### src/rtl/core/rps_pkg.sv
// Shared types and codes for the ratio priority sorter.
// Holds item structs, op codes and the per-cell control struct; no dependencies.
package rps_pkg;

   localparam int FIELD_W = 16;
   localparam int NUM_W   = 8;

   localparam logic OP_LOAD  = 1'b0;
   localparam logic OP_DRAIN = 1'b1;

   typedef struct packed {
      logic               op;
      logic [FIELD_W-1:0] duration;
      logic [FIELD_W-1:0] fine_rate;
   } req_type;

   typedef struct packed {
      logic [NUM_W-1:0] job_number;
      logic             last_of_run;
      logic             store_empty;
      logic             overflow_seen;
   } rsp_type;

   typedef struct packed {
      logic mult_en;
      logic insert_en;
      logic shift_en;
   } rps_ctrl_type;

endpackage

### src/rtl/core/rps_cell.sv
// One slot of the sorted job chain: holds a job and its cross products.
// Depends on rps_pkg for the control struct and number width.
module rps_cell import rps_pkg::*; #(
   parameter int MAX_JOBS   = 128,
   parameter int VALUE_BITS = 16,
   parameter int INDEX      = 0
) (
   input  logic                           clock,
   input  rps_ctrl_type                   ctrl,
   input  logic [$clog2(MAX_JOBS+1)-1:0]  count,
   input  logic [VALUE_BITS-1:0]          new_dur,
   input  logic [VALUE_BITS-1:0]          new_fine,
   input  logic [NUM_W-1:0]               new_num,
   input  logic                           left_higher,
   input  logic [VALUE_BITS-1:0]          left_dur,
   input  logic [VALUE_BITS-1:0]          left_fine,
   input  logic [NUM_W-1:0]               left_num,
   input  logic [VALUE_BITS-1:0]          right_dur,
   input  logic [VALUE_BITS-1:0]          right_fine,
   input  logic [NUM_W-1:0]               right_num,
   output logic                           higher,
   output logic [VALUE_BITS-1:0]          dur,
   output logic [VALUE_BITS-1:0]          fine,
   output logic [NUM_W-1:0]               num
);

   localparam int CNT_W  = $clog2(MAX_JOBS+1);
   localparam int PROD_W = 2*VALUE_BITS;

   logic [VALUE_BITS-1:0] dur_ff, dur_in;
   logic [VALUE_BITS-1:0] fine_ff, fine_in;
   logic [NUM_W-1:0]      num_ff, num_in;
   logic [PROD_W-1:0]     prod_new_ff, prod_new_in;
   logic [PROD_W-1:0]     prod_own_ff, prod_own_in;
   logic                  occupied;

   assign occupied = (count > CNT_W'(INDEX));

   // new job beats this slot when the slot is empty or strictly lower ratio
   assign higher = !occupied || (prod_new_ff > prod_own_ff);

   assign prod_new_in = ctrl.mult_en ? PROD_W'(new_fine) * PROD_W'(dur_ff) : prod_new_ff;
   assign prod_own_in = ctrl.mult_en ? PROD_W'(fine_ff) * PROD_W'(new_dur) : prod_own_ff;

   always_comb begin
      dur_in  = dur_ff;
      fine_in = fine_ff;
      num_in  = num_ff;
      if (ctrl.insert_en && higher) begin
         if (left_higher) begin
            // move the left job down one slot
            dur_in  = left_dur;
            fine_in = left_fine;
            num_in  = left_num;
         end else begin
            dur_in  = new_dur;
            fine_in = new_fine;
            num_in  = new_num;
         end
      end else if (ctrl.shift_en) begin
         dur_in  = right_dur;
         fine_in = right_fine;
         num_in  = right_num;
      end
   end

   always_ff @(posedge clock) begin
      dur_ff      <= dur_in;
      fine_ff     <= fine_in;
      num_ff      <= num_in;
      prod_new_ff <= prod_new_in;
      prod_own_ff <= prod_own_in;
   end

   assign dur  = dur_ff;
   assign fine = fine_ff;
   assign num  = num_ff;

endmodule

### config.mk
export PLATFORM = sky130hd
export DESIGN_NAME = rps_cell
export DESIGN_NICKNAME = d
export VERILOG_FILES = /design/src/rtl/core/rps_pkg.sv /design/src/rtl/core/rps_cell.sv
export SDC_FILE = /design/constraint.sdc
export NUM_CORES = 1
export LEC_CHECK = 0
export BUFFER_PORTS_ARGS = -buffer_cell sky130_fd_sc_hd__buf_4
export CAP_MARGIN = 20
export CORE_MARGIN = 5
export CORE_UTILIZATION = 49
export CTS_CLUSTER_SIZE = 12
export DETAILED_ROUTE_END_ITERATION = 6
export PLACE_DENSITY = 0.7
export SYNTH_ARGS = -nofsm -noshare
export SYNTH_HDL_FRONTEND = slang
export SYNTH_SLANG_ARGS = --single-unit
### constraint.sdc
create_clock -name clock -period 6.2 [get_ports clock]
set_clock_uncertainty 0.2 [all_clocks]
set_input_delay 0.62 -clock clock [delete_from_list [all_inputs] [get_ports clock]]
set_output_delay 0.62 -clock clock [all_outputs]
set_load 0.005 [all_outputs]
### Word-level counts from Yosys, hierarchy flattened

Index checks and enable logic that the tools add are counted.

| storage, ports and cells | value |
|---|---|
| bits in registers | 104 |
| input port bits | 133 |
| output and inout port bits | 41 |
| word-level logic and storage cells | 22 |

| cells by class | value |
|---|---|
| multiply operators | 2 |
| order comparisons | 2 |
| muxes and demuxes | 9 |
| reduce and logical (&&, ||, !) cells | 4 |

Operator list:

| cell | count |
|---|---|
| 16-bit 2-to-1 mux | 6 |
| 16-bit by 16-bit multiplier with 32-bit output | 2 |
| 32-bit greater-than comparator | 1 |
| 8-bit 2-to-1 mux | 3 |
| 8-bit by 1-bit greater-than comparator with 1-bit output, second input constant | 1 |
| 2-bit nonzero test | 1 |
| 1-bit logical AND | 1 |
| 1-bit logical NOT | 1 |
| 1-bit logical OR | 1 |

### Depth between registers and ports, before layout

Gate-level depths: netlist of the first run.

| depth | value |
|---|---|
| depth in word-level cells | 5 |
| gate-level depth with buffers | 23 |
| mapped depth without buffers | 21 |

### Worst setup path before layout of the first run

Ideal clock, no wire load.

| path | value |
|---|---|
| path kind | input to register |
| start point | in new_fine[7] |
| end point | reg prod_new_ff[31], data pin |
| setup time | 0.255 ns |
| arrival time | 6.271 ns |
| setup slack | -0.526 ns |
| stages on the path | 22 |
| buffers on the path | 1 |
| path through | clkbuf_1 > nand2_1 > fa_1 > inv_1 > fa_1 > inv_1 > fa_1 > inv_1 > fa_1 > fa_1 > inv_1 > fa_1 > inv_1 > ha_1 > a21o_1 > a21o_1 > a21o_1 > a311o_1 > a211oi_2 > o21ai_2 > or4b_1 > and3_1 |

| on the way | value |
|---|---|
| cells in the longest elaborated chain, start to end | 1 |

Ends and longest elaborated chain:

| what | line | RTL |
|---|---|---|
| start: declaration | rps_cell.sv:12 | `input logic [VALUE_BITS-1:0] new_fine,` |
| 16-bit by 16-bit multiplier with 32-bit output | rps_cell.sv:42 | `assign prod_new_in = ctrl.mult_en ? PROD_W'(new_fine) * PROD_W'(dur_ff) : prod_new_ff;` |
| end signal: assignment | rps_cell.sv:71 | `prod_new_ff <= prod_new_in;` |
| end: declaration | rps_cell.sv:33 | `logic [PROD_W-1:0] prod_new_ff, prod_new_in;` |

No other way between the ends.
A chain may end at the register's enable or synchronous reset.

### Worst setup path in the final report of the first run

| path | value |
|---|---|
| start point | reg dur_ff[5], in the netlist dur[5] |
| end point | reg prod_new_ff[31], data pin |

| on the way | value |
|---|---|
| cells in the longest elaborated chain, start to end | 1 |

Ends and longest elaborated chain:

| what | line | RTL |
|---|---|---|
| start: declaration | rps_cell.sv:30 | `logic [VALUE_BITS-1:0] dur_ff, dur_in;` |
| start signal: assignment | rps_cell.sv:68 | `dur_ff <= dur_in;` |
| 16-bit by 16-bit multiplier with 32-bit output | rps_cell.sv:42 |  |

No other way between the ends.

==> results of run 1 <==
[cells in the mapped netlist, types with 4 or more instances]
cell type | instances | area (sq um)
sky130_fd_sc_hd__nor2_1 | 39 | 146.4
sky130_fd_sc_hd__a31oi_1 | 48 | 300.3
sky130_fd_sc_hd__a21o_1 | 36 | 270.3
sky130_fd_sc_hd__nor3_1 | 9 | 45.04
sky130_fd_sc_hd__xor2_1 | 15 | 131.4
sky130_fd_sc_hd__nand2b_1 | 6 | 37.54
sky130_fd_sc_hd__clkbuf_1 | 92 | 345.3
sky130_fd_sc_hd__nand2_1 | 303 | 1137
sky130_fd_sc_hd__nor2b_1 | 7 | 43.79
sky130_fd_sc_hd__edfxtp_1 | 104 | 3123
sky130_fd_sc_hd__nand3_1 | 13 | 65.06
sky130_fd_sc_hd__xnor2_1 | 37 | 324.1
sky130_fd_sc_hd__and3_1 | 7 | 43.79
sky130_fd_sc_hd__mux2i_1 | 40 | 400.4
sky130_fd_sc_hd__fa_1 | 388 | 7767
sky130_fd_sc_hd__inv_1 | 495 | 1858
sky130_fd_sc_hd__nand4_1 | 11 | 68.82
sky130_fd_sc_hd__a21oi_1 | 91 | 455.4
sky130_fd_sc_hd__ha_1 | 240 | 3003
sky130_fd_sc_hd__and2_1 | 240 | 1501
sky130_fd_sc_hd__nor4_1 | 4 | 25.02
sky130_fd_sc_hd__o211ai_1 | 4 | 30.03
sky130_fd_sc_hd__o21bai_1 | 11 | 82.58
sky130_fd_sc_hd__o21ai_0 | 29 | 145.1
sky130_fd_sc_hd__o21a_1 | 7 | 52.55
sky130_fd_sc_hd__a211oi_1 | 5 | 37.54
[worst max path at each step]
stage,startpoint,end,cells after the start
after CTS,dur[5]$_DFFE_PP_,prod_new_ff[31]$_DFFE_PP_,22
after global placement,new_fine[7],prod_new_ff[31]$_DFFE_PP_,24
final,dur[5]$_DFFE_PP_,prod_new_ff[31]$_DFFE_PP_,22
after floorplan,new_fine[7],prod_new_ff[31]$_DFFE_PP_,22
after global routing,dur[5]$_DFFE_PP_,prod_new_ff[31]$_DFFE_PP_,23
after detailed placement,new_fine[7],prod_new_ff[27]$_DFFE_PP_,22
[sequential cells by signal, indices dropped and copies added, names as in the netlist]
register and flops:
prod_new_ff 32, prod_own_ff 32, dur 16, fine 16, num 8
[layout by cell type (no fill, tap or decap), drive strengths merged, types with 11 or more instances in the layout]
master / instances
a21o: 36
nor2: 39
fa: 388
o21ai: 31
edfxtp: 104
mux2i: 40
and2: 240
xor2: 15
inv: 497
ha: 240
nand3: 13
nand4: 11
buf: 432
a31oi: 48
nand2: 303
xnor2: 37
a21oi: 91
o21bai: 11
[worst max-delay path: stages, from the launching register on]
cell and delay (ns):
sky130_fd_sc_hd__edfxtp_1 0.45, sky130_fd_sc_hd__buf_12 0.18, sky130_fd_sc_hd__and2_4 0.15, sky130_fd_sc_hd__fa_1 0.49, sky130_fd_sc_hd__inv_1 0.05, sky130_fd_sc_hd__fa_1 0.48, sky130_fd_sc_hd__fa_1 0.50, sky130_fd_sc_hd__inv_1 0.05
sky130_fd_sc_hd__fa_1 0.46, sky130_fd_sc_hd__fa_1 0.52, sky130_fd_sc_hd__inv_1 0.05, sky130_fd_sc_hd__fa_1 0.51, sky130_fd_sc_hd__inv_2 0.05, sky130_fd_sc_hd__ha_4 0.21, sky130_fd_sc_hd__a21o_1 0.16, sky130_fd_sc_hd__a21o_1 0.17
sky130_fd_sc_hd__a21o_1 0.17, sky130_fd_sc_hd__a311o_1 0.38, sky130_fd_sc_hd__a211oi_2 0.15, sky130_fd_sc_hd__buf_4 0.17, sky130_fd_sc_hd__o21ai_4 0.06, sky130_fd_sc_hd__or4b_1 0.47, sky130_fd_sc_hd__and3_1 0.15
[routing by layer]
metal / share of wire (%) / GRT usage [%] / routed length, um / vias up
met4: 3.5 / 7.403 / 2170 / 0
li1: - / - / - / 7976
met5: 0 / 0 / 0 / -
met2: 50 / 43.43 / 30790 / 562
met1: 40 / 32.61 / 24780 / 8890
met3: 5.7 / 3.512 / 3490 / 102
[area by class of cell]
class / count / area, sq um / share of cell area, %
Multi-Input combinational cell: 1640 / 17270 / 64.52
Tap cell: 592 / 740.7 / 2.767
Clock inverter: 7 / 83.83 / 0.3132
Inverter: 495 / 1858 / 6.942
Sequential cell: 104 / 3123 / 11.67
Clock buffer: 9 / 225.2 / 0.8414
Timing Repair Buffer: 432 / 3465 / 12.94
Antenna cell: 1 / 2.502 / 0.009349
[through the flow]
stage | std cells | TNS [ns] | util, %
finish | 3280 | -1.379 | 60.53
global route | 3280 | -3.991 | 60.53
CTS | 3263 | -0.6146 | 59.04
detailed placement | 3230 | -7.396 | 57.46
global placement | 3230 | -5.936 | 57.46
floorplan | 2332 | -0.3778 | -
[timing repair]
item                       in CTS  in global routing
gates cloned                    1                  0
buffers inserted               16                 17
resized for setup              52                118
setup endpoints to repair      23                 27
pin swaps                      36                 62
hold buffers                    0                  0
[logic make-up (layout without fill, tap and decap cells)]
family | count (synthesis) | count (layout)
flops | 104 | 104
simple gates | 656 | 656
xor+xnor | 52 | 52
other cells | 0 | 1
mux | 41 | 41
compound gates | 263 | 263
buf+inv | 588 | 943
fa+ha+maj | 628 | 628
==> metrics.log, run 1 <==
[metrics] Most used DFF post-synth: sky130_fd_sc_hd__edfxtp_1
[metrics] share of layout cells above drive strength 1: 21.85%
[metrics] post-synthesis sequential area ratio: 14.27%
[metrics] maximum clock frequency: 0.1545 GHz
[metrics] total core area: 44,220 sq um
[metrics] placed cell area: 25,410 sq um
[metrics] average wire length per cell after detail routing: 18.67 um
[metrics] XOR/XNOR Fraction of Synth Area: 2.081%
[metrics] register-to-register setup slack: -0.27 ns
[metrics] Synth Area in Compound Gates: 7.620%
[metrics] Starting DRT DRC Count: 1,106
[metrics] NumNets Final: 3,443
[metrics] flip-flop and latch count after synthesis: 104
[metrics] Starting Density: 49.49%
[metrics] floorplan die width: 221.3 um
[metrics] Total GRT Usage: 24.94%
[metrics] final period utilization: 104.4%
[metrics] post-placement setup slack: -0.5696 ns
[metrics] Routed Antenna Nets: 0
[metrics] Min-Delay Endpoint: num[3]$_DFFE_PP_
[metrics] number of port buffers: 173
[metrics] # IOs: 174
[metrics] row count: 77
[metrics] CTS Buf Count: 9
[metrics] clk buf depth: 2
[metrics] count of unique library cells instantiated by Yosys: 59
[metrics] CTS HTree Levels: 3
[metrics] unrepaired setup endpoints after global routing: yes
[metrics] chip height: 221.3 um
[metrics] run status: finished with violations
[metrics] layout filler cell count: 3,724
[metrics] worst path setup slack after routing: -0.2739 ns
[metrics] post-route DRC violation count: 0
[metrics] crit path max fanout: 5
[metrics] crit path launch type: register
[metrics] startpoint of the worst hold path: right_num[3]
[metrics] number of iterations in the first detailed-routing pass: 5
[metrics] hold violation count in the final report: 0
[metrics] CTS tree: yes
[metrics] Synth Area in Adders: 49.21%
[metrics] number of antenna violations at the first check in global routing: 1
[metrics] actual transition at the worst max-transition pin: 0.8372 ns
[metrics] capture instance of the worst register-to-register path: prod_new_ff[31]$_DFFE_PP_
[metrics] endpoint type of the worst setup path: register
[metrics] maximum number of pins on one net before global-route repair: 65
[metrics] required time at the endpoint of the critical path: 6.13 ns
[metrics] mux contribution to synthesized area: 1.881%
[metrics] worst slew margin relative to its limit: 44.19%
[metrics] Synthesized Nets: 3,093
[metrics] number of global-route vias before repair: 18.75k
[metrics] kind of path behind the tightest hold check: primary input to register
[metrics] first-pass GRT wire length: 98,350 um
[metrics] vias: 17.53k
[metrics] GRT overflow: 0
[metrics] number of maximum-capacitance constraint violations: 0
[metrics] Worst Path Class, Setup: register to register
[metrics] post-synthesis cell area: 21,890 sq um
[metrics] wire length after detailed routing: 61,230 um
[metrics] combinational family with the most area after synthesis: adder cells
[metrics] WP data arrival: 6.41 ns
[metrics] Post-synth EDFFs: 104
[metrics] CTS Root Cell: sky130_fd_sc_hd__clkbuf_16
[metrics] violated checks: negative setup slack
[metrics] per-cell via count in the routed design: 5.345
[metrics] Simple-Gate Fraction of Synth Area: 14.85%
[metrics] post-route cell area: 26,770 sq um
[metrics] Clk Latency, worst-skew pair: 0.38 ns
[metrics] Register-to-Register Path Depth: 22
[metrics] count of yosys warnings during synthesis: 0
[metrics] worst hold path stage count: 3
[metrics] Clock Sink Count: 104
[metrics] clock-pin slew on the worst setup and hold paths: 0.08 ns
[metrics] fraction of registers with async set/reset: 0%
[metrics] average cell area after synthesis: 9.386 sq um
[metrics] gate count after technology mapping: 2,332
[metrics] HPWL after DPL: 50,610 um
[metrics] worst slack on hold paths: 0.3923 ns
[metrics] minimum period implied by the final worst setup slack: 6.474 ns
[metrics] area added between synthesis and finish: 22.29%
[metrics] placer congestion estimate: 0.9472
[metrics] Final setup violation count: 10
[metrics] Die Footprint: 48,990 sq um
[metrics] count of final max-slew check failures: 0
[metrics] startpoint of the most critical register-to-register path: dur[5]$_DFFE_PP_
Power of run 1 is not shown: default switching activity piles up to over one toggle a cycle in this logic, so the estimate is an artifact.
==> inputs of run 2 (changes only) <==
Settings changed: CORE_ASPECT_RATIO set to 0.8.
==> run 2 against run 1 <==
  * The flow still finishes with violations (negative setup slack)
  * Register-to-register slack about the same
  * Cell area increased by 0.28%
  * Non-clock buffer count increased by 5
  * Wire length increased by 1.1%
  * Critical path depth increased by 1
  * Worst hold slack about the same
  * Critical path type unchanged
==> metrics.log, run 2 (synthesis gave the netlist of run 1 again) <==
[metrics] Clock Sink Count: 104
[metrics] crit path max fanout: 6
[metrics] most common library cell in the layout ignoring fill and taps: sky130_fd_sc_hd__inv_1
[metrics] count of final max-slew check failures: 0
[metrics] Clk Latency, worst-skew pair: 0.38 ns
[metrics] number of antenna violations at the first check in global routing: 1
[metrics] CTS HTree Levels: 3
[metrics] share of layout cells above drive strength 1: 21.81%
[metrics] floorplan die width: 246.3 um
[metrics] minimum period implied by the final worst setup slack: 6.488 ns
[metrics] endpoint type of the worst setup path: register
[metrics] post-route DRC violation count: 0
[metrics] actual transition at the worst max-transition pin: 1.040 ns
[metrics] total core area: 44,290 sq um
[metrics] CTS tree: yes
[metrics] Worst Path Class, Setup: register to register
[metrics] violated checks: negative setup slack
[metrics] clock-pin slew on the worst setup and hold paths: 0.08 ns
[metrics] final period utilization: 104.6%
[metrics] Routed Antenna Nets: 0
[metrics] average wire length per cell after detail routing: 18.77 um
[metrics] required time at the endpoint of the critical path: 6.14 ns
[metrics] layout filler cell count: 3,690
[metrics] maximum clock frequency: 0.1541 GHz
[metrics] row count: 69
[metrics] per-cell via count in the routed design: 5.332
[metrics] area added between synthesis and finish: 22.64%
[metrics] placer congestion estimate: 0.9247
[metrics] post-placement setup slack: -0.5052 ns
[metrics] vias: 17.58k
[metrics] commonest non-fill, non-tap cells in the layout: sky130_fd_sc_hd__inv_1, sky130_fd_sc_hd__buf_4, sky130_fd_sc_hd__fa_1
[metrics] number of port buffers: 173
[metrics] run status: finished with violations
[metrics] unrepaired setup endpoints after global routing: yes
[metrics] CTS Buf Count: 9
[metrics] HPWL after DPL: 51,190 um
[metrics] worst path setup slack after routing: -0.2878 ns
[metrics] registers with the most flip-flops: prod_new_ff (32), prod_own_ff (32)
[metrics] maximum number of pins on one net before global-route repair: 65
[metrics] WP data arrival: 6.43 ns
[metrics] kind of path behind the tightest hold check: primary input to register
[metrics] CTS Root Cell: sky130_fd_sc_hd__clkbuf_16
[metrics] Final setup violation count: 9
[metrics] GRT overflow: 0
[metrics] worst slew margin relative to its limit: 30.41%
[metrics] Die Footprint: 49,020 sq um
[metrics] number of iterations in the first detailed-routing pass: 5
[metrics] crit path launch type: register
[metrics] NumNets Final: 3,448
[metrics] number of global-route vias before repair: 18.82k
[metrics] Starting Density: 49.42%
[metrics] Total GRT Usage: 25.64%
[metrics] chip height: 199.0 um
[metrics] clk buf depth: 2
[metrics] first-pass GRT wire length: 99,080 um
[metrics] wire length after detailed routing: 61,900 um
[metrics] hold violation count in the final report: 0
[metrics] Starting DRT DRC Count: 1,094
[metrics] number of maximum-capacitance constraint violations: 0
[metrics] # IOs: 174
==> run 2: changes by cell type in the layout (fill, tap and decap cells not counted), moves of 3 or more <==
cell                      before  now
sky130_fd_sc_hd__and2_1      221  225
sky130_fd_sc_hd__and2_4       19   15
sky130_fd_sc_hd__buf_12        7   12
sky130_fd_sc_hd__o21ai_1       3    0
sky130_fd_sc_hd__o21ai_2       4    7
==> run 2: worst paths after layout <==
kind                                         from                        end  slack [ns]  cells past startpoint
worst max-delay path             dur[6]$_DFFE_PP_  prod_new_ff[31]$_DFFE_PP_       -0.29                     23
worst min-delay path                 right_dur[6]           dur[6]$_DFFE_PP_        0.39                      3
worst max register to register   dur[6]$_DFFE_PP_  prod_new_ff[31]$_DFFE_PP_       -0.29                     23
worst min register to register  fine[0]$_DFFE_PP_   prod_own_ff[0]$_DFFE_PP_        0.66                      1
==> run 2: metal layers <==
metal	vias up	global-route usage (%)	wire length (um)
li1	8002	-	-
met1	8917	35.39	26660
met2	550	42.18	29350
met3	108	4.245	3951
met4	2	7.622	1931
met5	-	0	7
==> run 2: critical path, stage by stage, from the launching register on <==
cell,delay [ns]
sky130_fd_sc_hd__edfxtp_1,0.40
sky130_fd_sc_hd__buf_6,0.17
sky130_fd_sc_hd__and2_4,0.16
sky130_fd_sc_hd__fa_1,0.53
sky130_fd_sc_hd__inv_1,0.05
sky130_fd_sc_hd__fa_1,0.47
sky130_fd_sc_hd__fa_1,0.51
sky130_fd_sc_hd__fa_1,0.49
sky130_fd_sc_hd__inv_1,0.05
sky130_fd_sc_hd__fa_1,0.48
sky130_fd_sc_hd__inv_1,0.05
sky130_fd_sc_hd__fa_1,0.50
sky130_fd_sc_hd__inv_2,0.05
sky130_fd_sc_hd__ha_4,0.25
sky130_fd_sc_hd__nand4_1,0.16
sky130_fd_sc_hd__o21ai_2,0.11
sky130_fd_sc_hd__o311ai_4,0.36
sky130_fd_sc_hd__buf_4,0.17
sky130_fd_sc_hd__nor4_2,0.04
sky130_fd_sc_hd__a211oi_2,0.19
sky130_fd_sc_hd__buf_4,0.16
sky130_fd_sc_hd__o21ai_2,0.07
sky130_fd_sc_hd__or4b_1,0.47
sky130_fd_sc_hd__and3_1,0.16
==> run 2: area by class of cell <==
cell class | count | area [sq um] | area share [%]
multi-input cells | 1640 | 17250 | 64.26
repair buffers | 437 | 3553 | 13.24
flip-flops and latches | 104 | 3123 | 11.63
inverters | 495 | 1858 | 6.922
well taps | 603 | 754.5 | 2.811
clock buffers | 9 | 225.2 | 0.8390
clock inverters | 7 | 75.07 | 0.2797
diodes | 2 | 5.005 | 0.01865
==> run 2: repair_timing <==
| action | 4_1_cts | 5_1_grt |
|---|---|---|
| gates resized for setup | 64 | 96 |
| hold buffers | 0 | 0 |
| gates cloned | 1 | 0 |
| hold endpoints to repair | 0 | 0 |
| setup endpoints to repair | 24 | 30 |
| setup buffers | 14 | 15 |
| pin swaps | 40 | 58 |
==> run 2: per-stage QoR <==
| stage | hold slack, ns | utilization, % | setup TNS (ns) | cell area [sq um] | instances |
|---|---|---|---|---|---|
| after global placement | 0.6174 | 57.74 | -5.796 | 25570 | 3249 |
| after CTS | 0.3805 | 59.37 | -0.8811 | 26290 | 3280 |
| final | 0.3926 | 60.61 | -0.8649 | 26840 | 3297 |
| after global routing | 0.3951 | 60.60 | -3.602 | 26840 | 3295 |
| after floorplan | 0.4413 | - | -0.3778 | 22000 | 2332 |
| after detailed placement | 0.6170 | 57.74 | -7.183 | 25570 | 3249 |
Power of run 2 is left out for the same reason.
